==> src/eight_bit_alu_with_flags_macros.svh <==
// Assertion macros used by the ALU top level.
`ifndef EIGHT_BIT_ALU_WITH_FLAGS_MACROS_SVH
`define EIGHT_BIT_ALU_WITH_FLAGS_MACROS_SVH

`ifndef SYNTHESIS
// Same-cycle implication, held off during reset.
`define ALU8F_ASSERT_IMP(label, clk, rst_n, ante, cons) \
    label: assert property (@(posedge clk) disable iff (!rst_n) (ante) |-> (cons)) \
        else $error("assertion failed");
// Next-cycle implication, held off during reset.
`define ALU8F_ASSERT_NXT(label, clk, rst_n, ante, cons) \
    label: assert property (@(posedge clk) disable iff (!rst_n) (ante) |=> (cons)) \
        else $error("assertion failed");
`else
`define ALU8F_ASSERT_IMP(label, clk, rst_n, ante, cons)
`define ALU8F_ASSERT_NXT(label, clk, rst_n, ante, cons)
`endif

`endif

==> src/alu8f_pkg.sv <==
// Types and constants of the eight-bit ALU.
package alu8f_pkg;

    localparam int unsigned DATA_W = 8;
    localparam int unsigned IDX_W  = 3;
    localparam int unsigned BUS_W  = 24;

    localparam logic [DATA_W-1:0] SIGN_BIT = 8'h80;

    typedef enum logic [3:0] {
        OP_ADC  = 4'd0,
        OP_SBC  = 4'd1,
        OP_RLC  = 4'd2,
        OP_RRC  = 4'd3,
        OP_RL   = 4'd4,
        OP_RR   = 4'd5,
        OP_AND  = 4'd6,
        OP_XOR  = 4'd7,
        OP_OR   = 4'd8,
        OP_CPL  = 4'd9,
        OP_SWAP = 4'd10,
        OP_SET  = 4'd11,
        OP_GET  = 4'd12,
        OP_SLA  = 4'd13,
        OP_SRA  = 4'd14,
        OP_SRL  = 4'd15
    } t_opcode;

    typedef struct packed {
        t_opcode           opcode;
        logic [DATA_W-1:0] operand_a;
        logic [DATA_W-1:0] operand_b;
        logic              carry_in;
        logic [IDX_W-1:0]  bit_index;
    } t_alu_req;

    typedef struct packed {
        logic [DATA_W-1:0] result;
        logic              zero_flag;
        logic              subtract_flag;
        logic              half_carry_flag;
        logic              carry_flag;
        logic              low_bit;
        logic              high_bit;
        logic [DATA_W-1:0] operand_bits;
    } t_alu_rsp;

endpackage

==> src/alu8f_in_stage.sv <==
// Input register: unpacks and holds one item for the execute logic.
module alu8f_in_stage (
    input  logic                        i_clk,
    input  logic                        i_rst_n,
    input  logic                        i_valid,
    output logic                        o_ready,
    input  logic [alu8f_pkg::BUS_W-1:0] i_data,
    output logic                        o_valid,
    input  logic                        i_ready,
    output alu8f_pkg::t_alu_req         o_req
);
    import alu8f_pkg::*;

    logic     r_valid;
    t_alu_req r_req;
    t_alu_req n_req;

    // Free when empty or when the held item moves on this cycle.
    assign o_ready = !r_valid || i_ready;

    // tdata: opcode, operand_a, operand_b, carry_in, bit_index from bit 0 up.
    always_comb begin
        n_req.opcode    = t_opcode'(i_data[3:0]);
        n_req.operand_a = i_data[11:4];
        n_req.operand_b = i_data[19:12];
        n_req.carry_in  = i_data[20];
        n_req.bit_index = i_data[23:21];
    end

    always_ff @(posedge i_clk) begin
        if (!i_rst_n) begin
            r_valid <= 1'b0;
        end else if (o_ready) begin
            r_valid <= i_valid;
        end
        if (o_ready && i_valid) begin
            r_req <= n_req;
        end
    end

    assign o_valid = r_valid;
    assign o_req   = r_req;

endmodule

==> src/alu8f_exec.sv <==
// Execute logic: one operation and its flags from a held item.
module alu8f_exec (
    input  alu8f_pkg::t_alu_req i_req,
    output alu8f_pkg::t_alu_rsp o_rsp
);
    import alu8f_pkg::*;

    logic [DATA_W:0]   sum;
    logic [DATA_W:0]   diff;
    logic [4:0]        sum_lo;
    logic [4:0]        diff_lo;
    logic [DATA_W-1:0] a;
    logic [DATA_W-1:0] b;
    logic [DATA_W-1:0] mask;
    logic [DATA_W-1:0] r;
    logic              hc;
    logic              cy;
    logic              from_result;

    assign a    = i_req.operand_a;
    assign b    = i_req.operand_b;
    assign mask = 8'h01 << i_req.bit_index;

    // Carry-in is the third addend in the sums and is subtracted in the differences, for nibble and byte alike.
    assign sum     = {1'b0, a} + {1'b0, b} + {8'd0, i_req.carry_in};
    assign diff    = {1'b0, a} - {1'b0, b} - {8'd0, i_req.carry_in};
    assign sum_lo  = {1'b0, a[3:0]} + {1'b0, b[3:0]} + {4'd0, i_req.carry_in};
    assign diff_lo = {1'b0, a[3:0]} - {1'b0, b[3:0]} - {4'd0, i_req.carry_in};

    always_comb begin
        r           = '0;
        hc          = 1'b0;
        cy          = 1'b0;
        from_result = 1'b0;
        case (i_req.opcode)
            OP_ADC: begin
                r = sum[DATA_W-1:0]; hc = sum_lo[4]; cy = sum[DATA_W]; from_result = 1'b1;
            end
            OP_SBC: begin
                r = diff[DATA_W-1:0]; hc = diff_lo[4]; cy = diff[DATA_W];
                from_result = 1'b1;
            end
            OP_RLC:  r = {a[6:0], a[7]};
            OP_RRC:  r = {a[0], a[7:1]};
            OP_RL:   r = {a[6:0], i_req.carry_in};
            OP_RR:   r = {i_req.carry_in, a[7:1]};
            OP_AND: begin r = a & b; from_result = 1'b1; end
            OP_XOR: begin r = a ^ b; from_result = 1'b1; end
            OP_OR:  begin r = a | b; from_result = 1'b1; end
            OP_CPL: begin r = ~a;    from_result = 1'b1; end
            OP_SWAP: r = {a[3:0], a[7:4]};
            OP_SET:  r = (a & ~mask) | (b[0] ? mask : '0);
            OP_GET:  r = {7'd0, a[i_req.bit_index]};
            OP_SLA:  r = {a[6:0], 1'b0};
            OP_SRA:  r = (a >> 1) | (a & SIGN_BIT);
            OP_SRL:  r = {1'b0, a[7:1]};
            default: r = '0;
        endcase
    end

    always_comb begin
        o_rsp.result          = r;
        o_rsp.zero_flag       = (r == '0);
        o_rsp.subtract_flag   = (i_req.opcode == OP_SBC);
        o_rsp.half_carry_flag = hc;
        o_rsp.carry_flag      = cy;
        o_rsp.low_bit         = from_result ? r[0] : a[0];
        o_rsp.high_bit        = from_result ? r[DATA_W-1] : a[DATA_W-1];
        o_rsp.operand_bits    = (i_req.opcode == OP_GET) ? a : '0;
    end

endmodule

==> src/alu8f_out_stage.sv <==
// Result register: holds one finished item and packs it for the master side.
module alu8f_out_stage (
    input  logic                        i_clk,
    input  logic                        i_rst_n,
    input  logic                        i_valid,
    output logic                        o_ready,
    input  alu8f_pkg::t_alu_rsp         i_rsp,
    output logic                        o_valid,
    input  logic                        i_ready,
    output logic [alu8f_pkg::BUS_W-1:0] o_data
);
    import alu8f_pkg::*;

    logic     r_valid;
    t_alu_rsp r_rsp;

    assign o_ready = !r_valid || i_ready;

    always_ff @(posedge i_clk) begin
        if (!i_rst_n) begin
            r_valid <= 1'b0;
        end else if (o_ready) begin
            r_valid <= i_valid;
        end
        if (o_ready && i_valid) begin
            r_rsp <= i_rsp;
        end
    end

    assign o_valid = r_valid;
    assign o_data  = {2'b00, r_rsp.operand_bits, r_rsp.high_bit, r_rsp.low_bit,
                      r_rsp.carry_flag, r_rsp.half_carry_flag, r_rsp.subtract_flag,
                      r_rsp.zero_flag, r_rsp.result};

endmodule

==> src/eight_bit_alu_with_flags.sv <==
// Top level of the eight-bit ALU with flags.
//
// Usage: one operation per item on the slave stream (s_axis_*), one result item
// per operation on the master stream (m_axis_*), in order.
// s_axis_tdata from bit 0: opcode[3:0], operand_a[11:4], operand_b[19:12],
//   carry_in[20], bit_index[23:21].
// m_axis_tdata from bit 0: result[7:0], zero[8], subtract[9], half carry[10],
//   carry[11], low bit[12], high bit[13], operand_bits[21:14], zero fill [23:22].
// An accepted item passes through the input register, then through the execute
// logic into the result register, which drives the master side.
// Throughput: one item per cycle while the receiver keeps m_axis_tready high;
// both register stages advance together whenever the downstream one is free or being emptied.
// Reset (i_rst_n low, synchronous) empties both stages, dropping any items they hold;
// no item is invented and nothing else is held, since the ALU keeps no state.
// When the receiver stalls the result register holds its item, the input
// register fills behind it, and s_axis_tready drops only once both are full.
// Ready propagates back combinationally through the two stages.
`include "eight_bit_alu_with_flags_macros.svh"

module eight_bit_alu_with_flags (
    input  logic                        i_clk,
    input  logic                        i_rst_n,
    input  logic                        s_axis_tvalid,
    output logic                        s_axis_tready,
    // opcode, operand_a, operand_b, carry_in, bit_index (from bit 0 up)
    input  logic [alu8f_pkg::BUS_W-1:0] s_axis_tdata,
    output logic                        m_axis_tvalid,
    input  logic                        m_axis_tready,
    // result, zero, subtract, half carry, carry, low bit, high bit, operand_bits
    output logic [alu8f_pkg::BUS_W-1:0] m_axis_tdata
);
    import alu8f_pkg::*;

    logic     s1_valid;
    logic     s2_ready;
    t_alu_req s1_req;
    t_alu_rsp s1_rsp;

    // Stage 1: input register.
    alu8f_in_stage u_in (
        .i_clk   (i_clk),
        .i_rst_n (i_rst_n),
        .i_valid (s_axis_tvalid),
        .o_ready (s_axis_tready),
        .i_data  (s_axis_tdata),
        .o_valid (s1_valid),
        .i_ready (s2_ready),
        .o_req   (s1_req)
    );

    // Operation and flags, all in one pass.
    alu8f_exec u_exec (
        .i_req (s1_req),
        .o_rsp (s1_rsp)
    );

    // Stage 2: result register feeding the master side.
    alu8f_out_stage u_out (
        .i_clk   (i_clk),
        .i_rst_n (i_rst_n),
        .i_valid (s1_valid),
        .o_ready (s2_ready),
        .i_rsp   (s1_rsp),
        .o_valid (m_axis_tvalid),
        .i_ready (m_axis_tready),
        .o_data  (m_axis_tdata)
    );

    // Zero flag agrees with the result byte.
    `ALU8F_ASSERT_IMP(a_zero_flag, i_clk, i_rst_n, m_axis_tvalid,
        m_axis_tdata[8] == (m_axis_tdata[7:0] == 8'd0))
    // Only a bit test reports operand bits, and its result is a single bit.
    `ALU8F_ASSERT_IMP(a_get_result, i_clk, i_rst_n,
        m_axis_tvalid && (m_axis_tdata[21:14] != 8'd0),
        m_axis_tdata[7:1] == 7'd0 && !m_axis_tdata[9])
    // A held item that moves on lands in the result register.
    `ALU8F_ASSERT_NXT(a_advance, i_clk, i_rst_n, s1_valid && s2_ready, m_axis_tvalid)

endmodule
==> config.mk <==
export PLATFORM = sky130hd
export DESIGN_NAME = eight_bit_alu_with_flags
export DESIGN_NICKNAME = d
export VERILOG_FILES = /design/src/alu8f_pkg.sv /design/src/alu8f_in_stage.sv /design/src/alu8f_exec.sv /design/src/alu8f_out_stage.sv /design/src/eight_bit_alu_with_flags.sv
export VERILOG_INCLUDE_DIRS = /design/src /design/src/src
export SDC_FILE = /design/constraint.sdc
export NUM_CORES = 1
export LEC_CHECK = 0
export ABC_AREA = 1
export ABC_CLOCK_PERIOD_IN_PS = 7100
export BUFFER_PORTS_ARGS = -buffer_cell sky130_fd_sc_hd__buf_2
export CAP_MARGIN = 20
export CORE_UTILIZATION = 63
export CTS_CLUSTER_SIZE = 10
export DETAILED_ROUTE_END_ITERATION = 16
export GPL_TIMING_DRIVEN = 0
export PLACE_DENSITY = 0.87
export SYNTH_ARGS = -nofsm -noshare
export SYNTH_HDL_FRONTEND = slang
export SYNTH_SLANG_ARGS = --single-unit
==> constraint.sdc <==
create_clock -name i_clk -period 7.1 [get_ports i_clk]
set_input_delay 0 -clock i_clk [delete_from_list [all_inputs] [get_ports i_clk]]
set_output_delay 0 -clock i_clk [all_outputs]
set_load 0.02 [all_outputs]
==> flow_metrics.py <==
metrics = {
    "logic_synthesis": {
        "yosysMostFrequentCell": "nand2_1",
        "synth_common_cells": "175 x nand2_1, 73 x inv_1, 69 x nor2_1",
        "yosys-mux-area-fraction_pct": 0,
        "netlist_area_sq_mm": 0.00368,
        "ys.flop_type": "edfxtp_1",
        "synth-seq-cells": 48,
        "synthAdderAreaFrac_pct": 12.4,
        "yosysTopAreaCell": "edfxtp_1",
        "syn_area_per_cell_sq_um": 7.18,
        "syn_inst": 513,
        "synth_area_leaders": "edfxtp_1 38%, nand2_1 18%, ha_1 10%",
        "async_reset_ff_share_pct": 0,
        "synth-xor-area-share_pct": 0.714,
        "synth-edff-count": 46,
        "synth_top_family_by_area": "simple AND/OR/NAND/NOR gates",
        "synth_top_area_share_pct": 37.5,
        "post_synth_and_or_nand_nor_area_fraction_pct": 34.6,
        "ys_types": 24,
        "synth_seq_area_share_pct": 38.6,
        "ys_warn_count": 0,
        "synth_compound_gate_area_share_pct": 4.89,
    },
    "power_and_ir_drop": {
        "peakVddDrop_v": 0.000123,
        "seq_power_share_pct": 45.6,
        "finalPower_uw": 757,
        "p_clk_share_pct": 27.2,
        "net-switching-power_uw": 248,
        "combPwrFrac_pct": 27.2,
        "p_sw_share_pct": 32.8,
        "intPower_uw": 509,
        "p_leak_nw": 2.25,
        "power.density_mw_per_mm2": 171,
    },
    "routing": {
        "dr_total_vias": 3782,
        "drt_wl_total_um": 10600,
        "drtAntennaViolNets": 0,
        "wl_per_cell_um": 15.7,
        "dr.first_iter.drc_count": 431,
        "dr.pass1.iters": 5,
        "drc": 0,
        "viasPerCell": 5.63,
    },
    "critical_path": {
        "crit_type": "reg2reg",
        "crit_required_ns": 7.28,
        "cp-start-kind": "flip-flop",
        "cpMaxStageDelayCell": "fa_1",
        "arrival_ns": 3.16,
        "reg2regPathDepth": 15,
        "cp_cell_sequence": "clkinv_1, fa_1, inv_1, ha_1, inv_1, nand2_1, nand2_1, nor2_1, nor2_1, nand2_1, nor2_1, nand4_1, nor2_1, nand2_1, nor2_1",
        "worstPathMaxFanout": 9,
        "max_stage_delay_ns": 0.63,
        "reg2reg_from": "u_in.o_req[4]",
        "cp_common_cell": "nor2_1",
        "critPathLaunch": "u_in.o_req[4]",
        "end_kind": "flip-flop",
    },
    "clocking": {
        "clock_path_buffers": 2,
        "worstSkewPairLatency_ns": 0.31,
        "cts_root_buffer": "clkbuf_8",
        "cts_sinks": 48,
        "ctsHtreeMaxLevel": 2,
        "cts_tree": "yes",
        "path_clk_slew_ns": 0.09,
        "numCtsBuffers": 5,
        "cts_resized": 0,
    },
    "timing": {
        "period_share_pct": 42.0,
        "skew_ns": 0.00614,
        "hold_slack_ns": -0.00169,
        "drv_slew": 0,
        "fin_crit_ns": 2.98,
        "finalHoldViolCount": 1,
        "setup_tns_ns": 0,
        "fmax_ghz": 0.335,
        "rsz0062_at_grt": "no",
        "slew-limit-headroom_pct": 32.1,
        "worst_pin_slew_ns": 1.02,
        "finalSetupViolations": 0,
    },
    "floorplanning": {
        "die_w_um": 78.4,
        "core_sq_mm": 0.00557,
        "die_y_um": 78.4,
        "dieArea_sq_mm": 0.00615,
        "ios": 54,
        "num_rows": 27,
        "initial_core_util_pct": 66.0,
    },
    "finish": {
        "nets": 661,
        "final_area_sq_mm": 0.00443,
        "syn2layout_area_growth_pct": 20.2,
        "fin_util_pct": 79.4,
        "drive_gt1_share_pct": 12.7,
        "num-fill-cells": 381,
        "n_antenna_cell": 0,
    },
    "global_routing": {
        "antenna_found_initial": 0,
        "gr-total-overflow": 0,
        "grt_usage_pct": 36.0,
        "grt.met1_usage_pct": 46.2,
        "grt_most_used_layer": "met2",
        "grt_pass1_wl_um": 16300,
        "first_global_vias": 3434,
        "grt_max_degree": 25,
        "grtUsageMet3_pct": 4.30,
        "use_met2_pct": 60.3,
    },
    "worst_hold_path": {
        "hp-start": "s_axis_tvalid",
        "holdPathStages": 3,
        "hold_path.class": "in2reg",
    },
    "place": {
        "gp_congestion": 1.02,
        "placed_area_sq_mm": 0.00405,
        "dp_hpwl_um": 7740,
        "port_buffers": 51,
    },
    "outcome": {
        "status": "complete, but fails checks",
        "failed_checks": "negative hold slack",
    },
    "flow_run": {
        "cap_viol_max_count": 0,
    },
}
cell families (layout without fill, tap and decap cells):
kind of cell             Yosys count  count (layout)
buffers and inverters             82             168
adder cells (fa/ha/maj)           34              34
AND/OR/NAND/NOR                  310             310
flip-flops                        48              48
other                              1               2
XOR/XNOR                           3               3
AO/OA/AOI/OAI                     35              35
sequential cells by signal, indices dropped and copies added (netlist names):
register,cells
u_out.o_valid,1
u_in.o_req,24
u_out.o_data,22
u_in.o_valid,1
routing by layer:
layer,vias up,routed length [um]
met4,0,404
met2,249,4950
met1,1695,3940
li1,1796,-
met5,-,0
met3,42,1260
cells in the final DEF, fill, tap and decap left out:
master / synthesis / final
a21oi_2: 0 / 1
bufinv_16: 0 / 1
a21oi_1: 14 / 13
conb_1: 1 / 2
xor2_1: 3 / 3
buf_2: 3 / 54
nor2_4: 1 / 1
clkbuf_8: 0 / 5
ha_1: 30 / 30
inv_1: 73 / 73
nand2_2: 1 / 1
nand3_1: 49 / 49
clkbuf_1: 1 / 1
o21ai_1: 1 / 1
dfxtp_1: 2 / 2
nand2_1: 175 / 175
nor2_2: 6 / 6
clkinv_4: 0 / 2
a32o_1: 1 / 1
dlygate4sd3_1: 0 / 26
edfxtp_1: 46 / 46
inv_2: 2 / 2
buf_8: 0 / 1
nand4_1: 7 / 7
o21ai_0: 19 / 19
clkinv_1: 1 / 1
nand3b_1: 2 / 2
nor2_1: 69 / 69
fa_1: 4 / 4
buf_4: 2 / 2
stage by stage:
step           setup slack, ns  hold WS, ns  std cells
2_1_floorplan             4.71       0.0989        514
3_3_place_gp              4.34        0.176        637
3_5_place_dp              4.26        0.178        638
4_1_cts                   4.25     0.000877        672
5_1_grt                   3.95      0.00616        672
6_report                  4.12     -0.00169        672
area by class of cell:
| class | instances | area [sq um] | area share (%) |
|---|---|---|---|
| multi-input combinational | 384 | 1950 | 44.0 |
| sequential | 48 | 1420 | 32.1 |
| clock inverter | 3 | 47.5 | 1.07 |
| buffer | 6 | 33.8 | 0.763 |
| clock buffer | 5 | 68.8 | 1.55 |
| inverter | 76 | 285 | 6.45 |
| tap | 72 | 90.1 | 2.04 |
| timing repair buffer | 78 | 531 | 12.0 |
worst paths after layout:
kind	slack, ns	to
worst max-delay path	4.12	u_out.o_data[8]
worst min-delay path	-0.002	u_in.o_valid
worst max register to register	4.12	u_out.o_data[8]
worst min register to register	0.61	u_in.o_valid
power by group through the flow:
stage	Clock (mW)	Sequential (mW)	Combinational [mW]
after floorplan	0	0.356	0.123
after global placement	0	0.351	0.177
after detailed placement	0	0.351	0.187
after CTS	0.207	0.344	0.198
after global routing	0.215	0.347	0.227
final	0.206	0.345	0.206
critical path: cells and delay by family, from the launching register on:
kind	cells	cell delay, ns
adder cells (fa/ha/maj)	2	0.92
flip-flops	1	0.46
AND/OR/NAND/NOR	10	1.00
buffers and inverters	3	0.45
timing repair:
item / in CTS / in global routing
hold endpoints to repair: 26 / 0
hold buffers: 26 / 0
buffers inserted: 0 / 0
Note: power is estimated with default switching activity, not from simulation.
